### src/hdl/cepi_pkg.sv
// Shared types, constants and functions for the chroma eighth-pel interpolator.
package cepi_pkg;

  localparam int DEF_MAX_BLOCK = 32;
  localparam int QUEUE_DEPTH   = 2;
  localparam int SUM_W         = 24;

  typedef enum logic [1:0] {
    S_IDLE,
    S_FILT,
    S_OUT
  } back_state_t;

  // one classified item between the front and the back
  typedef struct packed {
    logic signed [15:0] h;
    logic [1:0]         rm3;
    logic [2:0]         fy;
    logic               fx0;
    logic               fy0;
    logic               wr;
    logic               emit;
    logic               last;
  } work_t;

  localparam int WORK_W = $bits(work_t);

  function automatic logic signed [7:0] coef(input logic [2:0] ph, input logic [1:0] k);
    logic signed [7:0] r;
    r = 8'sd0;
    case (ph)
      3'd0: case (k) 2'd0: r = 8'sd0;  2'd1: r = 8'sd64; 2'd2: r = 8'sd0;  default: r = 8'sd0;  endcase
      3'd1: case (k) 2'd0: r = -8'sd2; 2'd1: r = 8'sd58; 2'd2: r = 8'sd10; default: r = -8'sd2; endcase
      3'd2: case (k) 2'd0: r = -8'sd4; 2'd1: r = 8'sd54; 2'd2: r = 8'sd16; default: r = -8'sd2; endcase
      3'd3: case (k) 2'd0: r = -8'sd6; 2'd1: r = 8'sd46; 2'd2: r = 8'sd28; default: r = -8'sd4; endcase
      3'd4: case (k) 2'd0: r = -8'sd4; 2'd1: r = 8'sd36; 2'd2: r = 8'sd36; default: r = -8'sd4; endcase
      3'd5: case (k) 2'd0: r = -8'sd4; 2'd1: r = 8'sd28; 2'd2: r = 8'sd46; default: r = -8'sd6; endcase
      3'd6: case (k) 2'd0: r = -8'sd2; 2'd1: r = 8'sd16; 2'd2: r = 8'sd54; default: r = -8'sd4; endcase
      default: case (k) 2'd0: r = -8'sd2; 2'd1: r = 8'sd10; 2'd2: r = 8'sd58; default: r = -8'sd2; endcase
    endcase
    return r;
  endfunction

  // residue mod 3 of an 8-bit value: even bits weigh 1, odd bits weigh 2
  function automatic logic [1:0] mod3(input logic [7:0] v);
    logic [3:0] s;
    logic [1:0] r;
    s = 4'd0;
    for (int i = 0; i < 8; i++) begin
      if (v[i]) s = s + ((i % 2 == 0) ? 4'd1 : 4'd2);
    end
    case (s)
      4'd0, 4'd3, 4'd6, 4'd9, 4'd12: r = 2'd0;
      4'd1, 4'd4, 4'd7, 4'd10:       r = 2'd1;
      default:                       r = 2'd2;
    endcase
    return r;
  endfunction

  function automatic logic [15:0] clip8(input logic signed [SUM_W-1:0] v);
    logic [15:0] r;
    if (v < 0) r = 16'd0;
    else if (v > 255) r = 16'd255;
    else r = {8'd0, v[7:0]};
    return r;
  endfunction

  function automatic logic [15:0] sat16(input logic signed [SUM_W-1:0] v);
    logic [15:0] r;
    if (v < -32768) r = 16'h8000;
    else if (v > 32767) r = 16'h7fff;
    else r = v[15:0];
    return r;
  endfunction

endpackage

### src/hdl/cepi_ram.sv
// Generic single-port-write, registered-read RAM.
module cepi_ram #(
  parameter int WIDTH = 48,
  parameter int DEPTH = 32
) (
  input  logic                     clk,
  input  logic                     we,
  input  logic [$clog2(DEPTH)-1:0] waddr,
  input  logic [WIDTH-1:0]         wdata,
  input  logic                     re,
  input  logic [$clog2(DEPTH)-1:0] raddr,
  output logic [WIDTH-1:0]         rdata
);

  logic [WIDTH-1:0] mem [DEPTH];

  always_ff @(posedge clk) begin
    if (we) mem[waddr] <= wdata;
    if (re) rdata <= mem[raddr];
  end

endmodule

### src/hdl/cepi_front.sv
// Front end: window position tracking, horizontal filter and item classification.
module cepi_front import cepi_pkg::*; #(
  parameter int MAX_BLOCK = DEF_MAX_BLOCK
) (
  input  logic                         clk,
  input  logic                         rst,
  input  logic                         in_valid,
  input  logic                         in_ready,
  input  logic [7:0]                   sample,
  input  logic [2:0]                   frac_x,
  input  logic [2:0]                   frac_y,
  input  logic [5:0]                   block_width,
  input  logic [5:0]                   block_height,
  output work_t                        work,
  output logic [$clog2(MAX_BLOCK)-1:0] col_idx
);

  localparam int CW = $clog2(MAX_BLOCK + 3);
  localparam int AW = $clog2(MAX_BLOCK);

  logic [CW-1:0] col, row, col_next, row_next;
  logic [1:0]    rm3, rm3_next;
  logic [7:0]    sh0, sh1, sh2;
  logic [CW-1:0] lastc, lastr, cs, rs;
  logic [1:0]    rm3s;
  logic [6:0]    szw, szh;
  logic signed [15:0] hsum;
  logic          accept;

  assign accept = in_valid && in_ready;

  always_comb begin
    szw = {1'b0, block_width};
    szh = {1'b0, block_height};
    if (szw == 7'd0) szw = 7'd1;
    if (szw > 7'(MAX_BLOCK)) szw = 7'(MAX_BLOCK);
    if (szh == 7'd0) szh = 7'd1;
    if (szh > 7'(MAX_BLOCK)) szh = 7'(MAX_BLOCK);
    lastc = CW'(szw) + CW'(2);
    lastr = CW'(szh) + CW'(2);
    cs    = (col > lastc) ? lastc : col;
    rs    = (row > lastr) ? lastr : row;
    rm3s  = (row > lastr) ? mod3(8'(lastr)) : rm3;
  end

  always_comb begin
    hsum = 16'(coef(frac_x, 2'd0) * $signed({1'b0, sh2})
             + coef(frac_x, 2'd1) * $signed({1'b0, sh1})
             + coef(frac_x, 2'd2) * $signed({1'b0, sh0})
             + coef(frac_x, 2'd3) * $signed({1'b0, sample}));
    work.h    = (frac_x == 3'd0) ? $signed({8'd0, sh1}) : hsum;
    work.rm3  = rm3s;
    work.fy   = frac_y;
    work.fx0  = (frac_x == 3'd0);
    work.fy0  = (frac_y == 3'd0);
    work.wr   = (cs >= CW'(3));
    work.emit = (cs >= CW'(3)) && (rs >= CW'(3));
    work.last = (cs == lastc) && (rs == lastr);
    col_idx   = AW'(cs - CW'(3));
  end

  always_comb begin
    if (cs == lastc) begin
      col_next = '0;
      if (rs == lastr) begin
        row_next = '0;
        rm3_next = 2'd0;
      end else begin
        row_next = rs + CW'(1);
        rm3_next = (rm3s == 2'd2) ? 2'd0 : rm3s + 2'd1;
      end
    end else begin
      col_next = cs + CW'(1);
      row_next = rs;
      rm3_next = rm3s;
    end
  end

  always_ff @(posedge clk) begin
    if (rst) begin
      col <= '0;
      row <= '0;
      rm3 <= 2'd0;
      sh0 <= 8'd0;
      sh1 <= 8'd0;
      sh2 <= 8'd0;
    end else if (accept) begin
      col <= col_next;
      row <= row_next;
      rm3 <= rm3_next;
      sh0 <= sample;
      sh1 <= sh0;
      sh2 <= sh1;
    end
  end

endmodule

### src/hdl/cepi_queue.sv
// Short register queue between the front and the back.
module cepi_queue import cepi_pkg::*; #(
  parameter int WIDTH = 32,
  parameter int DEPTH = QUEUE_DEPTH
) (
  input  logic             clk,
  input  logic             rst,
  input  logic             push,
  input  logic [WIDTH-1:0] push_data,
  output logic             full,
  input  logic             pop,
  output logic             nonempty,
  output logic [WIDTH-1:0] head
);

  localparam int PW = (DEPTH > 1) ? $clog2(DEPTH) : 1;

  logic [WIDTH-1:0] slots [DEPTH];
  logic [PW-1:0]    wptr, rptr;
  logic [PW:0]      count;

  assign full     = (count == (PW+1)'(DEPTH));
  assign nonempty = (count != '0);
  assign head     = slots[rptr];

  always_ff @(posedge clk) begin
    if (push) slots[wptr] <= push_data;
  end

  always_ff @(posedge clk) begin
    if (rst) begin
      wptr  <= '0;
      rptr  <= '0;
      count <= '0;
    end else begin
      if (push) wptr <= (wptr == PW'(DEPTH - 1)) ? '0 : wptr + PW'(1);
      if (pop)  rptr <= (rptr == PW'(DEPTH - 1)) ? '0 : rptr + PW'(1);
      count <= count + (PW+1)'(push) - (PW+1)'(pop);
    end
  end

  assert property (@(posedge clk) disable iff (rst) push |-> !full)
    else $error("queue overrun");
  assert property (@(posedge clk) disable iff (rst) pop |-> nonempty)
    else $error("queue underrun");
  assert property (@(posedge clk) disable iff (rst) count <= (PW+1)'(DEPTH))
    else $error("queue count out of range");

endmodule

### src/hdl/cepi_back.sv
// Back end: row store access, vertical filter, rounding and the output register.
module cepi_back import cepi_pkg::*; #(
  parameter int MAX_BLOCK = DEF_MAX_BLOCK
) (
  input  logic                         clk,
  input  logic                         rst,
  input  logic                         cfg_we,
  input  logic                         cfg_wdata,
  input  logic                         q_nonempty,
  input  work_t                        q_work,
  input  logic [$clog2(MAX_BLOCK)-1:0] q_col,
  output logic                         q_pop,
  output logic                         m_valid,
  input  logic                         m_ready,
  output logic [15:0]                  m_value,
  output logic                         m_last
);

  localparam int AW = $clog2(MAX_BLOCK);

  back_state_t state, state_next;
  logic        output_mode;
  work_t       w;
  logic [AW-1:0] wc;
  logic [47:0] rdata, rowd;
  logic signed [15:0] a, b, d, brg;
  logic signed [SUM_W-1:0] sum;
  logic signed [SUM_W-1:0] hx, t1, t2;
  logic [15:0] v;
  logic        go, ram_we;
  logic [47:0] wdata;

  assign q_pop = (state == S_IDLE) && q_nonempty;
  assign go    = (state == S_OUT) && (!w.emit || !m_valid || m_ready);

  cepi_ram #(.WIDTH(48), .DEPTH(MAX_BLOCK)) u_store (
    .clk   (clk),
    .we    (ram_we),
    .waddr (wc),
    .wdata (wdata),
    .re    (q_pop),
    .raddr (q_col),
    .rdata (rdata)
  );

  always_comb begin
    state_next = state;
    case (state)
      S_IDLE:  if (q_nonempty) state_next = S_FILT;
      S_FILT:  state_next = S_OUT;
      S_OUT:   if (go) state_next = S_IDLE;
      default: state_next = S_IDLE;
    endcase
  end

  always_comb begin
    case (w.rm3)
      2'd0:    begin a = rdata[15:0];  b = rdata[31:16]; d = rdata[47:32]; end
      2'd1:    begin a = rdata[31:16]; b = rdata[47:32]; d = rdata[15:0];  end
      default: begin a = rdata[47:32]; b = rdata[15:0];  d = rdata[31:16]; end
    endcase
    wdata = rowd;
    case (w.rm3)
      2'd0:    wdata[15:0]  = w.h;
      2'd1:    wdata[31:16] = w.h;
      default: wdata[47:32] = w.h;
    endcase
    ram_we = go && w.wr;
  end

  always_comb begin
    hx = SUM_W'(w.h);
    t1 = hx + SUM_W'(32);
    t2 = sum + SUM_W'(32);
    if (w.fx0 && w.fy0) v = output_mode ? 16'({brg, 6'd0}) : brg;
    else if (w.fy0)     v = output_mode ? w.h : clip8(t1 >>> 6);
    else if (w.fx0)     v = output_mode ? sum[15:0] : clip8(t2 >>> 6);
    else                v = output_mode ? sat16(sum >>> 6)
                                        : clip8((sum + SUM_W'(2048)) >>> 12);
  end

  always_ff @(posedge clk) begin
    if (q_pop) begin
      w  <= q_work;
      wc <= q_col;
    end
    if (state == S_FILT) begin
      rowd <= rdata;
      brg  <= b;
      sum  <= SUM_W'(coef(w.fy, 2'd0) * a + coef(w.fy, 2'd1) * b
                   + coef(w.fy, 2'd2) * d + coef(w.fy, 2'd3) * w.h);
    end
    if (go && w.emit) begin
      m_value <= v;
      m_last  <= w.last;
    end
  end

  always_ff @(posedge clk) begin
    if (rst) begin
      state       <= S_IDLE;
      output_mode <= 1'b0;
      m_valid     <= 1'b0;
    end else begin
      state <= state_next;
      if (cfg_we) output_mode <= cfg_wdata;
      if (go && w.emit) m_valid <= 1'b1;
      else if (m_ready) m_valid <= 1'b0;
    end
  end

  assert property (@(posedge clk) disable iff (rst) state == S_FILT |-> $past(q_pop))
    else $error("filter step without a popped item");
  assert property (@(posedge clk) disable iff (rst)
      state == S_OUT |-> ($past(state) == S_FILT || $past(state) == S_OUT))
    else $error("output step out of sequence");
  assert property (@(posedge clk) disable iff (rst) ram_we |-> state == S_OUT && w.wr)
    else $error("row store written outside the output step");

endmodule

### src/hdl/chroma_eighth_pel_interpolator.sv
// Chroma eighth-pel interpolator top level.
// Reference window samples, (W+3) by (H+3) in raster order starting one row up and one
// column left of the block, enter on s_tdata; W*H predicted samples leave on m_tdata in
// raster order, m_tlast marking the block's last one. Each item passes through the back
// end's steps in order (row store read, vertical filter, round and write back); the front
// accepts into a two-entry queue meanwhile. output_mode (cfg_wdata, written when cfg_we is high) picks
// clipped 8-bit pixels (0) or 16-bit intermediate values (1). The row store holds
// MAX_BLOCK columns of three 16-bit rows.
module chroma_eighth_pel_interpolator import cepi_pkg::*; #(
  parameter int MAX_BLOCK = DEF_MAX_BLOCK
) (
  input  logic        clk,
  input  logic        rst,
  input  logic        cfg_we,
  input  logic        cfg_wdata,
  input  logic        s_tvalid,
  output logic        s_tready,
  input  logic [31:0] s_tdata,   // sample, frac_x, frac_y, block_width, block_height
  output logic        m_tvalid,
  input  logic        m_tready,
  output logic [15:0] m_tdata,   // value
  output logic        m_tlast    // last_of_block
);

  localparam int AW = $clog2(MAX_BLOCK);

  work_t         f_work, q_work;
  logic [AW-1:0] f_col, q_col;
  logic          q_full, q_nonempty, q_pop;

  assign s_tready = !q_full;

  cepi_front #(.MAX_BLOCK(MAX_BLOCK)) u_front (
    .clk          (clk),
    .rst          (rst),
    .in_valid     (s_tvalid),
    .in_ready     (s_tready),
    .sample       (s_tdata[7:0]),
    .frac_x       (s_tdata[10:8]),
    .frac_y       (s_tdata[13:11]),
    .block_width  (s_tdata[19:14]),
    .block_height (s_tdata[25:20]),
    .work         (f_work),
    .col_idx      (f_col)
  );

  cepi_queue #(.WIDTH(WORK_W + AW), .DEPTH(QUEUE_DEPTH)) u_queue (
    .clk       (clk),
    .rst       (rst),
    .push      (s_tvalid && s_tready),
    .push_data ({f_col, f_work}),
    .full      (q_full),
    .pop       (q_pop),
    .nonempty  (q_nonempty),
    .head      ({q_col, q_work})
  );

  cepi_back #(.MAX_BLOCK(MAX_BLOCK)) u_back (
    .clk        (clk),
    .rst        (rst),
    .cfg_we     (cfg_we),
    .cfg_wdata  (cfg_wdata),
    .q_nonempty (q_nonempty),
    .q_work     (q_work),
    .q_col      (q_col),
    .q_pop      (q_pop),
    .m_valid    (m_tvalid),
    .m_ready    (m_tready),
    .m_value    (m_tdata),
    .m_last     (m_tlast)
  );

endmodule

### config.mk
export PLATFORM = sky130hd
export DESIGN_NAME = chroma_eighth_pel_interpolator
export DESIGN_NICKNAME = d
export VERILOG_FILES = /design/src/hdl/cepi_pkg.sv /design/src/hdl/cepi_ram.sv /design/src/hdl/cepi_front.sv /design/src/hdl/cepi_queue.sv /design/src/hdl/cepi_back.sv /design/src/hdl/chroma_eighth_pel_interpolator.sv
export SDC_FILE = /design/constraint.sdc
export NUM_CORES = 2
export LEC_CHECK = 0
export BUFFER_PORTS_ARGS = -buffer_cell sky130_fd_sc_hd__buf_2
export CAP_MARGIN = 20
export CELL_PAD_IN_SITES_DETAIL_PLACEMENT = 2
export CELL_PAD_IN_SITES_GLOBAL_PLACEMENT = 2
export CORE_ASPECT_RATIO = 1.4
export CORE_UTILIZATION = 41
export CTS_CLUSTER_DIAMETER = 100
export CTS_CLUSTER_SIZE = 16
export DETAILED_ROUTE_END_ITERATION = 8
export PLACE_DENSITY_LB_ADDON = 0.25
export REMOVE_ABC_BUFFERS = 1
export SLEW_MARGIN = 30
export SYNTH_ARGS = -nofsm -noshare
export SYNTH_HDL_FRONTEND = slang
export SYNTH_SLANG_ARGS = --single-unit
### constraint.sdc
create_clock -name clk -period 8.37 [get_ports clk]
set_clock_uncertainty 0.15 [all_clocks]
set_input_delay 0 -clock clk [delete_from_list [all_inputs] [get_ports clk]]
set_output_delay 0 -clock clk [all_outputs]
set_load 0.01 [all_outputs]
-- Yosys cells after proc, flatten, opt, wreduce, memory -nomap -nowiden
Memories as Yosys holds them, arrays and structs flattened. A register that Yosys moved wholly into a read port is not among the register bits.
Cells that the tools add are included.
- $add $sub $neg: 24
- multipliers: 8
- $lt $le $gt $ge: 14
- equal/unequal tests: 21
- muxes and demuxes: 66
- reductions and logical operators: 28
- operators by type and width (kind ; number):
    $mux W16 ; 16
    $pmux W7 S7 ; 2
    $mul A8 B16 Y24 ; 4
    $pmux W16 S2 ; 3
    $pmux W8 S3 ; 4
    $pmux W6 S7 ; 2
    $add A24 B24 Y24 ; 3
    $mux W8 ; 7
    $mux W6 ; 9
    $add A16 B16 Y16 ; 3
    $mul A8 B9 Y16 ; 2
    $add A24 B13 Y24 const B ; 1
    $add A24 B7 Y24 const B ; 1
    $mux W4 ; 5
    $eq A3 B3 Y1 const B ; 6
    $gt A18 B16 Y1 const B ; 1
    $gt A18 B9 Y1 const B ; 1
    $lt A18 B1 Y1 const B ; 1
    $lt A18 B16 Y1 const B ; 1
    $add A16 B7 Y17 const B ; 1
    $mul A7 B8 Y15 ; 1
    $mul A6 B8 Y14 ; 1
    $add A6 B1 Y6 const B ; 2
    $add A6 B2 Y6 const B ; 2
    other kinds (34) ; 82
- bits in registers: 182
- bits in writable memories: 1598
- bits in read-only memories: 32
- input port bits: 38
- logic and storage cells: 190
- memories kept: 3
- memory list (memory ; depth ; bits a word ; rd ports ; clocked after memory_dff ; write ports ; RTL line ; text):
    u_back.u_store.mem ; 32 ; 48 ; 1 ; 1 ; 1 ; cepi_ram.sv:15 ; logic [WIDTH-1:0] mem [DEPTH];
    u_queue.slots ; 2 ; 31 ; 1 ; 1 ; 1 ; cepi_queue.sv:18 ; logic [WIDTH-1:0] slots [DEPTH];
    (no name shown) ; 16 ; 2 ; 1 ; 0 ; 0 ; cepi_pkg.sv:52 ; case (s)

-- Logic depth before layout (Yosys ltp)
An unclocked memory read counts as a cell.
- word-level depth: 22
- gate-level depth with buffers: 36

-- By module
From an unflattened synthesis, not the netlist that was laid out.
- cell total of the unflattened synthesis: 6821
- area, all modules: 95838.2 sq um
- by module, submodules not included (module ; times used ; cells each ; area each (sq um)):
    cepi_ram ; 1 ; 3364 ; 61205.0
    cepi_back ; 1 ; 2172 ; 21943.5
    cepi_front ; 1 ; 1166 ; 10216.0
    cepi_queue ; 1 ; 117 ; 2463.6
    chroma_eighth_pel_interpolator ; 1 ; 2 ; 10.0

-- Worst setup path after synthesis
OpenSTA, ideal clock, no wires.
- path kind: in2reg
- start point: in s_tdata[9]
- end point: mem u_queue.slots[0][24] (netlist name), data pin
- library setup time: 271 ps
- arrival time: 8451 ps
- data required time: 7949 ps
- path slack: -502 ps
- stages: 36
- path buffers: 3
- cell sequence: clkbuf_1 > or3_1 > clkbuf_1 > inv_1 > clkbuf_1 > and2_1 > inv_1 > fa_1 > fa_1 > inv_1 > fa_1 > ha_1 > fa_1 > xor2_1 > ha_1 > inv_1 > fa_1 > inv_1 > fa_1 > fa_1 > inv_1 > fa_1 > inv_1 > fa_1 > inv_1 > fa_1 > inv_1 > ha_1 > a21oi_1 > o21bai_1 > a21oi_1 > o21bai_1 > a21oi_1 > o21ai_0 > xnor2_1 > nor2_1
- RTL lines (item ; RTL line ; text):
    start, declared ; chroma_eighth_pel_interpolator.sv:18 ; input logic [31:0] s_tdata,
    end, declared ; cepi_queue.sv:18 ;

==> flow_metrics.env <==
export IMPL_grt_max_degree=141
export IMPL_nFillCells=23170
export IMPL_boundaryPins=57
export IMPL_grt_pass1_wl_mm=512.0
export IMPL_track_usage_pct=29.54
export IMPL_viasPerCell=5.886
export IMPL_synth_seq_cells=1828
export IMPL_cp_slowest_cell="fa_1"
export IMPL_worstSetupStartpoint="u_front.sh1[1]"
export IMPL_yosys_mux_area_fraction_pct=1.832
export IMPL_min_from="s_tdata[9]"
export IMPL_worstPathRequired_ns=8.75
export IMPL_htreeDepth=4
export IMPL_crit_buf_inv=7
export IMPL_path_clk_slew_ns=0.08
export IMPL_synthesis_area_sq_um=96380
export IMPL_fin_util_pct=46.05
export IMPL_yosys_area_share_simple_pct=14.97
export IMPL_drv_slew=0
export IMPL_gp_congestion=0.8502
export IMPL_wl_per_cell_um=30.84
export IMPL_synth_area_leaders="edfxtp_1, fa_1, nand2_1, ha_1, nand3_1"
export IMPL_detailedPlace_worstSlack_ns=-0.7476
export IMPL_cts_root_buffer="clkbuf_16"
export IMPL_grt_antenna_before_repair=9
export IMPL_drt_total_wl_mm=353.1
export IMPL_cpPeakStageDelay_ns=0.57
export IMPL_rsz0062_at_grt="yes"
export IMPL_report_final_setup_viol=6
export IMPL_maxCapViolations=0
export IMPL_grt_pass1_vias=76690
export IMPL_relSlewSlack_pct=22.93
export IMPL_synth_top_family_by_area="adder cells"
export IMPL_core_area_sq_um=233600
export IMPL_worstSkewPairLatency_ns=0.82
export IMPL_syn_inst=8134
export IMPL_via_count=67390
export IMPL_critPathKind="reg -> reg"
export IMPL_nets=9288
export IMPL_detail_route_antenna_nets=0
export IMPL_worst_slew_pin_slew_ns=1.149
export IMPL_fp_dieArea_sq_um=237000
export IMPL_clockBufferDepth=4
export IMPL_drtIter0Drc=5052
export IMPL_synth_compound_area_share_pct=5.202
export IMPL_yosysUniqueCellTypes=84
export IMPL_cp_max_fo=4
export IMPL_r2r_start="u_front.sh1[1]"
export IMPL_yosysTopAreaCell="edfxtp_1"
export IMPL_synthFlopType="edfxtp_1"
export IMPL_synth_seq_area_share_pct=56.47
export IMPL_final_period_utilization_pct=100.6
export IMPL_grt_overflow=0
export IMPL_die_y_um=575.7
export IMPL_core_rowCount=210
export IMPL_drive_above_1_share_pct=10.71
export IMPL_cts_sinks=1828
export IMPL_worstSetupEndpointType="flop"
export IMPL_cts_tree="yes"
export IMPL_layout_commonest_cell="edfxtp_1"
export IMPL_synthAdderAreaFrac_pct=15.95
export IMPL_min_period_ns=8.416
export IMPL_arrival_ns=8.80
export IMPL_violations="negative setup slack"
export IMPL_most_common_layout_cells="edfxtp_1, nand2_1, nand3_1, inv_1, fa_1"
export IMPL_syn2layout_area_growth_pct=11.61
export IMPL_drc=0
export IMPL_first_pass_iters=7
export IMPL_cts_buffers_inserted=144
export IMPL_yosys_area_top_type_share_pct=55.49
export IMPL_die_w_um=411.8
export IMPL_setup_ws_ns=-0.04632
export IMPL_r2r_slack_ns=-0.05
export IMPL_hold_viol=0
export IMPL_max_freq_mhz=118.8
export IMPL_synth_edf_count=1781
export IMPL_yosysWarnings=0
export IMPL_syn_avg_cell_area_sq_um=11.85
export IMPL_worstHoldPathType="in -> reg"
export IMPL_start_kind="flop"
export IMPL_dp_hpwl_mm=229.5
export IMPL_synth_xor_area_share_pct=1.190
export IMPL_crit_family="adder cells"
export IMPL_synthArstFlopShare_pct=0
export IMPL_timing_critical_path_mode_cell="fa_1"
export IMPL_status="finished with violations"
export IMPL_numPortBuffers=50
export IMPL_initial_core_util_pct=41.26
[registers in the layout, indices dropped and copies added, names as in the netlist, 10 cells and up, named ones only]
signal	flops
u_back.u_store.mem	1536
u_back.w	10
u_back.m_value	16
u_back.rowd	48
u_back.hx	16
u_back.brg	16
u_back.u_store.rdata	48
u_queue.slots	62
u_back.sum	23
[what timing repair did]
action                                  in CTS  in global routing
endpoints found under the setup margin      17                 18
hold endpoints to repair                   104                  0
gates cloned                                 0                  0
pin swaps                                   12                 59
resized for setup                           53                 85
setup buffers                                5                 19
hold buffers                                51                  0
[cell families after synthesis]
group,Yosys count
flops,1828
mux,161
fa+ha+maj,902
buf+inv,1124
xor+xnor,128
simple gates,3300
compound gates,691
[synthesized netlist by cell type, types with 11 or more instances]
cell	number
a211oi_1	11
a21o_1	70
a21oi_1	141
a311oi_1	240
a31oi_1	62
and2_1	103
and3_1	108
buf_1	29
clkbuf_1	402
dfxtp_1	47
edfxtp_1	1781
fa_1	544
ha_1	358
inv_1	684
mux2_2	82
mux2i_1	74
nand2_1	1759
nand2b_1	31
nand3_1	794
nor2_1	341
nor2b_1	82
nor3_1	18
o21a_1	18
o21ai_0	51
o21bai_1	15
or2_2	27
xnor2_1	89
xor2_1	37
[worst reg2reg max path, delay by kind of cell (launching register included)]
kind | cells | cell delay [ns]
buffers and inverters | 7 | 0.44
AOI/OAI and AO/OA | 6 | 0.90
DFF | 1 | 0.35
and+or+nand+nor | 2 | 0.24
adders and majority gates | 13 | 5.72
xor gates and xnor gates | 2 | 0.36
[stage by stage]
stage          setup TNS (ns)  cell area (sq um)  cells  hold slack [ns]
3_5_place_dp           -9.198             102400  11200           0.1195
5_1_grt                -2.132             107600  11450          0.07242
6_report              -0.1381             107600  11450          0.04321
2_1_floorplan        -5250.76              94730   7698         -0.08093
3_3_place_gp           -6.300             102300  11200           0.1054
4_1_cts              -0.03590             107100  11430         0.002369
[per-layer routing]
| metal | wire, um | vias up | track usage, % |
|---|---|---|---|
| li1 | - | 28460 | - |
| met1 | 128400 | 36010 | 33.71 |
| met2 | 191200 | 2172 | 55.40 |
| met3 | 17750 | 746 | 3.279 |
| met4 | 15760 | 2 | 12.08 |
| met5 | 13 | - | 0 |
[layout make-up]
| type | count | area [sq um] | area share (%) |
|---|---|---|---|
| flip-flops and latches | 1828 | 54430 | 50.61 |
| multi-input cells | 5182 | 38620 | 35.91 |
| repair buffers | 504 | 4217 | 3.920 |
| well taps | 3074 | 3846 | 3.576 |
| clock buffers | 159 | 3702 | 3.442 |
| inverters | 688 | 2601 | 2.418 |
| clock inverters | 12 | 131.4 | 0.1221 |
| diodes | 3 | 7.507 | 0.006979 |
[worst paths after layout]
| check | depth (start not counted) | to |
|---|---|---|
| worst max-delay path | 30 | u_queue.slots[0][24] |
| worst min-delay path | 5 | u_queue.slots[0][4] |
| worst max register to register | 30 | u_queue.slots[0][24] |
| worst min register to register | 0 | u_back.m_last |
Power is not shown: default switching activity piles up to over one toggle a cycle in this logic, so the estimate is an artifact.
